==> src/design/wsfd_pkg.sv <==
// shared types and constants for the websocket frame deframer
// no dependencies
package wsfd_pkg;

  // width of the max payload length register
  localparam int MAXLEN_W = 22;
  localparam logic [MAXLEN_W-1:0] MAXLEN_RESET = MAXLEN_W'(2 * 1024 * 1024);

  // default width of the payload position counter
  localparam int LENGTH_BITS_DEF = 22;

  // register map (byte address of each register)
  localparam logic [2:0] ADDR_MAX_LEN = 3'd0;

  // opcodes
  localparam logic [3:0] OP_DATA_MAX = 4'h2;
  localparam logic [3:0] OP_CLOSE    = 4'h8;
  localparam logic [3:0] OP_PING     = 4'h9;

  // second header byte length codes
  localparam logic [6:0] LEN_CODE_16 = 7'd126;
  localparam logic [6:0] LEN_CODE_64 = 7'd127;

  // result kinds
  localparam logic [1:0] KIND_DATA  = 2'd0;
  localparam logic [1:0] KIND_PING  = 2'd1;
  localparam logic [1:0] KIND_ERROR = 2'd2;

  // error codes
  localparam logic [1:0] ERR_NONE      = 2'd0;
  localparam logic [1:0] ERR_CLOSE     = 2'd1;
  localparam logic [1:0] ERR_TOO_LARGE = 2'd2;

  // one result beat
  typedef struct packed {
    logic [7:0] data;
    logic       has_byte;
    logic [1:0] kind;
    logic       last;
    logic [1:0] err;
  } res_t;

endpackage

==> src/design/websocket_frame_deframer_unit.sv <==
// websocket frame deframer, one received byte per beat
// path: a result is written into the queue when its byte is accepted, then moves into the output register
// throughput: one byte per cycle while the queue has room; the parser state is updated on each accepted byte and the
//   two-entry queue plus output register decouple input and output stalls
// reset: synchronous active-low rst_n clears parser, queue and output valid, and
//   sets max_payload_length to 2097152; a close frame or oversize length halts
//   the parser until the next reset
module websocket_frame_deframer_unit import wsfd_pkg::*; #(
  parameter int LENGTH_BITS = LENGTH_BITS_DEF
) (
  input  logic        clk,
  input  logic        rst_n,
  // input stream
  input  logic        in_tvalid,
  output logic        in_tready,
  input  logic [7:0]  in_tdata,   // [7:0] in_byte
  // result stream
  output logic        out_tvalid,
  input  logic        out_tready,
  output logic [7:0]  out_tdata,  // [7:0] out_byte
  output logic [4:0]  out_tuser,  // [0] has_byte, [2:1] out_kind, [4:3] error_code
  output logic        out_tlast,
  // register port
  input  logic        psel,
  input  logic        penable,
  input  logic        pwrite,
  input  logic [2:0]  paddr,
  input  logic [31:0] pwdata,
  output logic [31:0] prdata,
  output logic        pready
);

  logic [MAXLEN_W-1:0] max_len_r;
  logic                acc;
  logic                push;
  res_t                push_res;
  logic                q_full;
  logic                q_empty;
  logic                q_pop;
  res_t                q_head;
  res_t                out_res;

  // register port: always ready, write lands on the access cycle
  assign pready = 1'b1;
  assign prdata = (paddr == ADDR_MAX_LEN) ? 32'(max_len_r) : 32'd0;

  always_ff @(posedge clk) begin
    if (!rst_n) begin
      max_len_r <= MAXLEN_RESET;
    end else if (psel && penable && pwrite && pready && paddr == ADDR_MAX_LEN) begin
      max_len_r <= pwdata[MAXLEN_W-1:0];
    end
  end

  // a byte is taken whenever the queue has room, halted or not
  assign in_tready = !q_full;
  assign acc       = in_tvalid && in_tready;

  // parser: every accepted beat updates state unless halted, at most one result pushed
  wsfd_front #(
    .LENGTH_BITS (LENGTH_BITS)
  ) u_front (
    .clk      (clk),
    .rst_n    (rst_n),
    .acc      (acc),
    .in_byte  (in_tdata),
    .max_len  (max_len_r),
    .push     (push),
    .push_res (push_res)
  );

  // short queue so the parser keeps going while the output stage is stalled
  wsfd_queue u_queue (
    .clk      (clk),
    .rst_n    (rst_n),
    .push     (push),
    .push_res (push_res),
    .pop      (q_pop),
    .full     (q_full),
    .empty    (q_empty),
    .head     (q_head)
  );

  // output register
  wsfd_back u_back (
    .clk        (clk),
    .rst_n      (rst_n),
    .q_empty    (q_empty),
    .q_head     (q_head),
    .q_pop      (q_pop),
    .out_tready (out_tready),
    .out_tvalid (out_tvalid),
    .out_res    (out_res)
  );

  assign out_tdata = out_res.data;
  assign out_tuser = {out_res.err, out_res.kind, out_res.has_byte};
  assign out_tlast = out_res.last;

endmodule

==> src/design/wsfd_front.sv <==
// front end: header parser, unmasking and result classification
// depends on wsfd_pkg
module wsfd_front import wsfd_pkg::*; #(
  parameter int LENGTH_BITS = LENGTH_BITS_DEF
) (
  input  logic                clk,
  input  logic                rst_n,
  input  logic                acc,
  input  logic [7:0]          in_byte,
  input  logic [MAXLEN_W-1:0] max_len,
  output logic                push,
  output res_t                push_res
);

  typedef enum logic [2:0] {
    PH_FIRST,
    PH_SECOND,
    PH_EXTLEN,
    PH_MASK,
    PH_PAYLOAD
  } phase_t;

  // bits of the length that can stay below the position limit
  localparam int LOWB = (LENGTH_BITS < MAXLEN_W) ? LENGTH_BITS : MAXLEN_W;
  localparam int CMPW = (LENGTH_BITS + 1 > MAXLEN_W) ? LENGTH_BITS + 1 : MAXLEN_W;

  phase_t                 phase_r, phase_nxt;
  logic [3:0]             opcode_r, opcode_nxt;
  logic                   mask_r, mask_nxt;
  logic [MAXLEN_W-1:0]    len_r, len_nxt;
  logic                   hi_r, hi_nxt;
  logic                   long_r, long_nxt;
  logic [2:0]             cnt_r, cnt_nxt;
  logic [31:0]            key_r, key_nxt;
  logic [LENGTH_BITS-1:0] pos_r, pos_nxt;
  logic                   halted_r, halted_nxt;

  logic                   len_known;
  logic                   hdr_done;
  logic                   over;
  logic                   last;
  logic [7:0]             kb;
  logic [7:0]             val;

  always_comb begin
    phase_nxt  = phase_r;
    opcode_nxt = opcode_r;
    mask_nxt   = mask_r;
    len_nxt    = len_r;
    hi_nxt     = hi_r;
    long_nxt   = long_r;
    cnt_nxt    = cnt_r;
    key_nxt    = key_r;
    pos_nxt    = pos_r;
    halted_nxt = halted_r;
    push       = 1'b0;
    push_res   = '0;
    len_known  = 1'b0;
    hdr_done   = 1'b0;
    over       = 1'b0;
    last       = 1'b0;
    kb         = 8'd0;
    val        = in_byte;

    if (acc && !halted_r) begin
      case (phase_r)
        PH_FIRST: begin
          opcode_nxt = in_byte[3:0];
          phase_nxt  = PH_SECOND;
        end
        PH_SECOND: begin
          mask_nxt = in_byte[7];
          key_nxt  = 32'd0;
          cnt_nxt  = 3'd0;
          hi_nxt   = 1'b0;
          if (in_byte[6:0] == LEN_CODE_16 || in_byte[6:0] == LEN_CODE_64) begin
            long_nxt  = (in_byte[6:0] == LEN_CODE_64);
            len_nxt   = '0;
            phase_nxt = PH_EXTLEN;
          end else begin
            len_nxt   = MAXLEN_W'(in_byte[6:0]);
            len_known = 1'b1;
          end
        end
        PH_EXTLEN: begin
          // anything shifted past the kept width is too large for sure
          hi_nxt  = hi_r | (|len_r[MAXLEN_W-1:MAXLEN_W-8]);
          len_nxt = {len_r[MAXLEN_W-9:0], in_byte};
          cnt_nxt = cnt_r + 3'd1;
          if ((cnt_nxt == 3'd0 && long_r) || (cnt_nxt == 3'd2 && !long_r)) begin
            len_known = 1'b1;
          end
        end
        PH_MASK: begin
          key_nxt = {key_r[23:0], in_byte};
          cnt_nxt = cnt_r + 3'd1;
          if (cnt_nxt >= 3'd4) begin
            hdr_done = 1'b1;
          end
        end
        PH_PAYLOAD: begin
          case (pos_r[1:0])
            2'd0:    kb = key_r[31:24];
            2'd1:    kb = key_r[23:16];
            2'd2:    kb = key_r[15:8];
            default: kb = key_r[7:0];
          endcase
          val     = mask_r ? (in_byte ^ kb) : in_byte;
          last    = (CMPW'(pos_r) + CMPW'(1)) >= CMPW'(len_r);
          pos_nxt = pos_r + LENGTH_BITS'(1);
          if (last) begin
            phase_nxt = PH_FIRST;
          end
          if (opcode_r <= OP_DATA_MAX) begin
            push     = 1'b1;
            push_res = '{data: val, has_byte: 1'b1, kind: KIND_DATA, last: last,
                         err: ERR_NONE};
          end else if (opcode_r == OP_PING) begin
            push     = 1'b1;
            push_res = '{data: val, has_byte: 1'b1, kind: KIND_PING, last: last,
                         err: ERR_NONE};
          end
        end
        default: begin
          phase_nxt = PH_FIRST;
        end
      endcase

      // length check as soon as the length is complete
      if (len_known) begin
        over = hi_nxt || (len_nxt > max_len) || ((len_nxt >> LOWB) != '0);
        if (over) begin
          halted_nxt = 1'b1;
          push       = 1'b1;
          push_res   = '{data: 8'd0, has_byte: 1'b0, kind: KIND_ERROR, last: 1'b1,
                         err: ERR_TOO_LARGE};
        end else begin
          cnt_nxt = 3'd0;
          if (mask_nxt) begin
            phase_nxt = PH_MASK;
          end else begin
            hdr_done = 1'b1;
          end
        end
      end

      if (hdr_done) begin
        if (opcode_nxt == OP_CLOSE) begin
          halted_nxt = 1'b1;
          push       = 1'b1;
          push_res   = '{data: 8'd0, has_byte: 1'b0, kind: KIND_ERROR, last: 1'b1,
                         err: ERR_CLOSE};
        end else begin
          pos_nxt = '0;
          if (len_nxt == '0) begin
            phase_nxt = PH_FIRST;
            // empty ping still reports its end
            if (opcode_nxt == OP_PING) begin
              push     = 1'b1;
              push_res = '{data: 8'd0, has_byte: 1'b0, kind: KIND_PING, last: 1'b1,
                           err: ERR_NONE};
            end
          end else begin
            phase_nxt = PH_PAYLOAD;
          end
        end
      end
    end
  end

  always_ff @(posedge clk) begin
    if (!rst_n) begin
      phase_r  <= PH_FIRST;
      opcode_r <= 4'd0;
      mask_r   <= 1'b0;
      len_r    <= '0;
      hi_r     <= 1'b0;
      long_r   <= 1'b0;
      cnt_r    <= 3'd0;
      key_r    <= 32'd0;
      pos_r    <= '0;
      halted_r <= 1'b0;
    end else begin
      phase_r  <= phase_nxt;
      opcode_r <= opcode_nxt;
      mask_r   <= mask_nxt;
      len_r    <= len_nxt;
      hi_r     <= hi_nxt;
      long_r   <= long_nxt;
      cnt_r    <= cnt_nxt;
      key_r    <= key_nxt;
      pos_r    <= pos_nxt;
      halted_r <= halted_nxt;
    end
  end

endmodule

==> src/design/wsfd_queue.sv <==
// two-entry result queue between the parser and the output stage
// depends on wsfd_pkg
module wsfd_queue import wsfd_pkg::*; (
  input  logic clk,
  input  logic rst_n,
  input  logic push,
  input  res_t push_res,
  input  logic pop,
  output logic full,
  output logic empty,
  output res_t head
);

  res_t       mem_r [2];
  logic       wr_ptr_r, wr_ptr_nxt;
  logic       rd_ptr_r, rd_ptr_nxt;
  logic [1:0] cnt_r, cnt_nxt;
  logic       do_push;
  logic       do_pop;

  assign full    = (cnt_r == 2'd2);
  assign empty   = (cnt_r == 2'd0);
  assign head    = mem_r[rd_ptr_r];
  assign do_push = push && !full;
  assign do_pop  = pop && !empty;

  always_comb begin
    wr_ptr_nxt = do_push ? ~wr_ptr_r : wr_ptr_r;
    rd_ptr_nxt = do_pop ? ~rd_ptr_r : rd_ptr_r;
    cnt_nxt    = cnt_r + 2'(do_push) - 2'(do_pop);
  end

  always_ff @(posedge clk) begin
    if (do_push) begin
      mem_r[wr_ptr_r] <= push_res;
    end
  end

  always_ff @(posedge clk) begin
    if (!rst_n) begin
      wr_ptr_r <= 1'b0;
      rd_ptr_r <= 1'b0;
      cnt_r    <= 2'd0;
    end else begin
      wr_ptr_r <= wr_ptr_nxt;
      rd_ptr_r <= rd_ptr_nxt;
      cnt_r    <= cnt_nxt;
    end
  end

endmodule

==> src/design/wsfd_back.sv <==
// output stage: holds one result beat until the sink takes it
// depends on wsfd_pkg
module wsfd_back import wsfd_pkg::*; (
  input  logic clk,
  input  logic rst_n,
  input  logic q_empty,
  input  res_t q_head,
  output logic q_pop,
  input  logic out_tready,
  output logic out_tvalid,
  output res_t out_res
);

  logic valid_r, valid_nxt;
  res_t res_r;

  assign q_pop      = !q_empty && (!valid_r || out_tready);
  assign valid_nxt  = q_pop || (valid_r && !out_tready);
  assign out_tvalid = valid_r;
  assign out_res    = res_r;

  always_ff @(posedge clk) begin
    if (q_pop) begin
      res_r <= q_head;
    end
  end

  always_ff @(posedge clk) begin
    if (!rst_n) begin
      valid_r <= 1'b0;
    end else begin
      valid_r <= valid_nxt;
    end
  end

endmodule
==> config.mk <==
export PLATFORM = sky130hd
export DESIGN_NAME = websocket_frame_deframer_unit
export DESIGN_NICKNAME = d
export VERILOG_FILES = /design/src/design/wsfd_pkg.sv /design/src/design/websocket_frame_deframer_unit.sv /design/src/design/wsfd_front.sv /design/src/design/wsfd_queue.sv /design/src/design/wsfd_back.sv
export SDC_FILE = /design/constraint.sdc
export NUM_CORES = 1
export LEC_CHECK = 0
export BUFFER_PORTS_ARGS = -buffer_cell sky130_fd_sc_hd__buf_2
export CORE_AREA = 10 10 135 260
export CTS_CLUSTER_DIAMETER = 100
export DETAILED_ROUTE_END_ITERATION = 6
export DIE_AREA = 0 0 145 270
export GPL_TIMING_DRIVEN = 0
export HOLD_SLACK_MARGIN = 0.1
export PLACE_DENSITY = 0.44
export SYNTH_ARGS = -nofsm -noshare
export SYNTH_HDL_FRONTEND = slang
export SYNTH_HIERARCHICAL = 1
export SYNTH_SLANG_ARGS = --single-unit
export TNS_END_PERCENT = 10
==> constraint.sdc <==
create_clock -name clk -period 4.8 [get_ports clk]
set_clock_uncertainty 0.05 [all_clocks]
set_input_delay 0.48 -clock clk [delete_from_list [all_inputs] [get_ports clk]]
set_output_delay 0.48 -clock clk [all_outputs]
set_load 0.005 [all_outputs]
==> impl_metrics.toml <==
[global_routing]
grt_most_used_layer = "met2"
use_met3 = 0.0294
antenna_found_initial = 1
grt_max_degree = 17
grt-ovfl-total = 0
grtUsageTotal = 0.162
grt_use_met1 = 0.148
grt_pass1_wl_microns = 49000
grt.met2_usage = 0.323
first_global_vias = 8311

[finish]
regArea_sq_mm = 0.00362
fin_nets = 1288
fillers = 3221
num_antenna_cells = 0
area_growth_pct = 23.0
final_common_cell = "nand2_1"
final_cell_mix = "nand2_1, dfxtp_1, buf_2"
layout.cells.non_filler = 1616
multi_input_area_sq_mm = 0.00514
fin_area_sq_mm = 0.0112
final_layout_size_suffix_gt1_frac = 0.197
post-route-util = 0.364

[sta]
fmax_mhz = 214
worstMarginPinSlew_ns = 1.27
finalHoldViolCount = 0
setup_viol = 0
drv_slew = 0
fin_crit_ns = 4.67
timing.hold.ws_ns = 0.216
relSlewSlack = 0.151
period_share = 0.973

[worst_setup_path]
worstSetupEndpointType = "register"
cp-endpoint = "u_queue/cnt_r[1]"
cp.depth = 23
cp.arrival_ns = 4.97
path_buf_inv = 7
timing.rr.start = "u_front/phase_r[1]"
crit_fanout = 10
r2r_cells = 23
cp_slowest_cell = "or4_4"
worst-r2r-setup-slack_ns = 0.13
start_kind = "register"
crit_required_ns = 5.10
worstSetupStartpoint = "u_front/phase_r[1]"
critPathKind = "register to register"
max_stage_delay_ns = 0.46
r2r_end = "u_queue/cnt_r[1]"
cpLargestDelayFamily = "compound AO/OA/AOI/OAI gates"
worstPathCellList = "buf_6 > buf_2 > and2_2 > a222oi_1 > buf_4 > inv_1 > ha_1 > nand4_1 > or4_4 > buf_4 > a311oi_4 > buf_6 > o21ai_4 > a41oi_4 > a211oi_2 > o31a_1 > nand2_2 > ha_4 > inv_1 > ha_2 > xor2_1 > and2_1 > nor3_2"

[synthesis]
synth.area.top_cells = "dfxtp_1, edfxtp_1, ha_1"
async_flop_share = 0
ys.flop_type = "dfxtp_1"
synth_top_area_frac = 0.259
yosysSeqAreaShare = 0.397
syn_avg_cell_area_sq_um = 8.68
synth.cell_area_sq_mm = 0.00913
yosys.area.top_type = "dfxtp_1"
synth_cell_types = 75
synth_edf_count = 42
syn_inst = 1052
yosysWarnings = 6
ys_seq_elements = 160

[drt]
vias = 8160
drc = 0
drtAntennaViolNets = 0
wl_per_cell_microns = 19.9
via_per_inst = 5.05
drtPass1Iterations = 7
drtIter0Drc = 496
wirelength_microns = 32100

[die]
io-pin-count = 99
die_area_sq_mm = 0.0392
design.core.area_sq_mm = 0.0309
die-width_microns = 145
die_h_microns = 270
start_util = 0.296
fp-row-count = 91

[job]
drv_cap = 0

[outcome]
status = "finished, final reports clean"

[cts]
max-clock-path-buffers = 2
cts.htree.levels = 4
clkSinkCount = 160
cts_root_buf = "clkbuf_16"
path_clk_slew_ns = 0.07
cts_hold_buf = 0
cts_inserted_buffers = 17
cts_tree = "done"
clk_latency_ns = 0.45

[power]
power_leakage_nw = 4.34
peakVddDrop_v = 0.000280
powerDensity_mw_per_mm2 = 307

[place]
gp_congestion = 0.903
placed_area_sq_mm = 0.0101
dpl.hpwl_microns = 24600
dpl.cell_count = 1553
io_buffers = 74

[min_path]
hp-class = "input pin to register"
## area by class of cell
type / count / area share
Buffer: 80 / 0.0416
Clock inverter: 13 / 0.0146
Tap cell: 418 / 0.0466
Timing Repair Buffer: 105 / 0.0540
Multi-Input combinational cell: 750 / 0.458
Clock buffer: 19 / 0.0386
Inverter: 71 / 0.0237
Sequential cell: 160 / 0.323
## worst register-to-register path, delay by kind of cell, from the launching register on
kind	cells	cell delay [ns]
compound gates	6	1.29
xor+xnor	1	0.16
fa+ha+maj	3	0.66
buf+inv	7	0.95
flops	1	0.33
simple gates	6	1.14
## routing by layer
layer  wire [microns]  up-vias
met5                0        -
met3             1210       73
met2            18500      252
met1            11000     3854
li1                 -     3981
met4             1430        0
## logic make-up after synthesis
family	Yosys count	share of synthesized area
other	2	0.000822
multiplexers	42	0.0484
AND/OR/NAND/NOR	396	0.212
adder cells (fa/ha/maj)	53	0.0726
XOR/XNOR	31	0.0297
buffers and inverters	151	0.0739
AO/OA/AOI/OAI	217	0.165
flip-flops	160	0.397
## what timing repair did
action                                  CTS  global route
resized for setup                        48            34
endpoints found under the setup margin   61            30
setup buffers                            22            10
pin swaps                                11            17
## worst min-delay path by stage
stage | start | slack, ns | depth (start not counted) | endpoint
2_1_floorplan | u_front/key_r[24] | 0.38 | 2 | u_front/key_r[24]
3_3_place_gp | u_front/key_r[29] | 0.39 | 2 | u_front/key_r[29]
3_5_place_dp | u_front/key_r[31] | 0.40 | 2 | u_front/key_r[31]
4_1_cts | pwdata[9] | 0.19 | 3 | max_len_r[9]
5_1_grt | pwdata[13] | 0.21 | 3 | max_len_r[13]
6_report | pwdata[9] | 0.22 | 3 | max_len_r[9]
## power breakdown
group | switching [mW] | total, mW | leakage [nW] | internal (mW)
logic | 0.373 | 0.592 | 2.73 | 0.219
clock network | 0.596 | 1.41 | 0.272 | 0.818
registers | 0.0341 | 1.44 | 1.34 | 1.41
total | 1.00 | 3.45 | 4.34 | 2.45
## flip-flops by register name (all words and copies together) (netlist names), 2 cells and up, named ones only
signal	flops
max_len_r	22
u_back/out_res	14
u_front/cnt_r	3
u_front/key_r	32
u_front/len_r	22
u_front/opcode_r	4
u_front/phase_r	3
u_front/pos_r	22
u_queue/cnt_r	2
u_queue/mem_r	28
## through the flow
step | setup slack [ns] | TNS (ns) | total power, mW
floorplan | 0.240 | 0 | 1.77
global placement | -1.46 | -42.39 | 1.96
detailed placement | -1.48 | -44.88 | 1.96
CTS | 0.00359 | 0 | 3.45
global route | -0.00224 | -0.00224 | 3.59
finish | 0.128 | 0 | 3.45
## synthesized netlist by cell type (6+ instances only)
cell	number
nand2_1	146
dfxtp_1	118
inv_1	70
a21oi_1	69
nor2_1	58
nand3_1	56
ha_1	53
clkbuf_1	49
edfxtp_1	42
and2_1	37
o21ai_0	31
mux2i_1	25
a211oi_1	21
and3_1	18
mux2_2	17
xor2_1	17
nor3_1	15
a222oi_1	14
xnor2_1	14
a32o_1	12
nand4_1	12
nor2b_1	12
buf_4	11
buf_1	9
a221oi_1	8
a21o_1	7
nand2b_1	7
nor3b_1	7
o21a_1	6
Power figures use the tool's default switching activity.
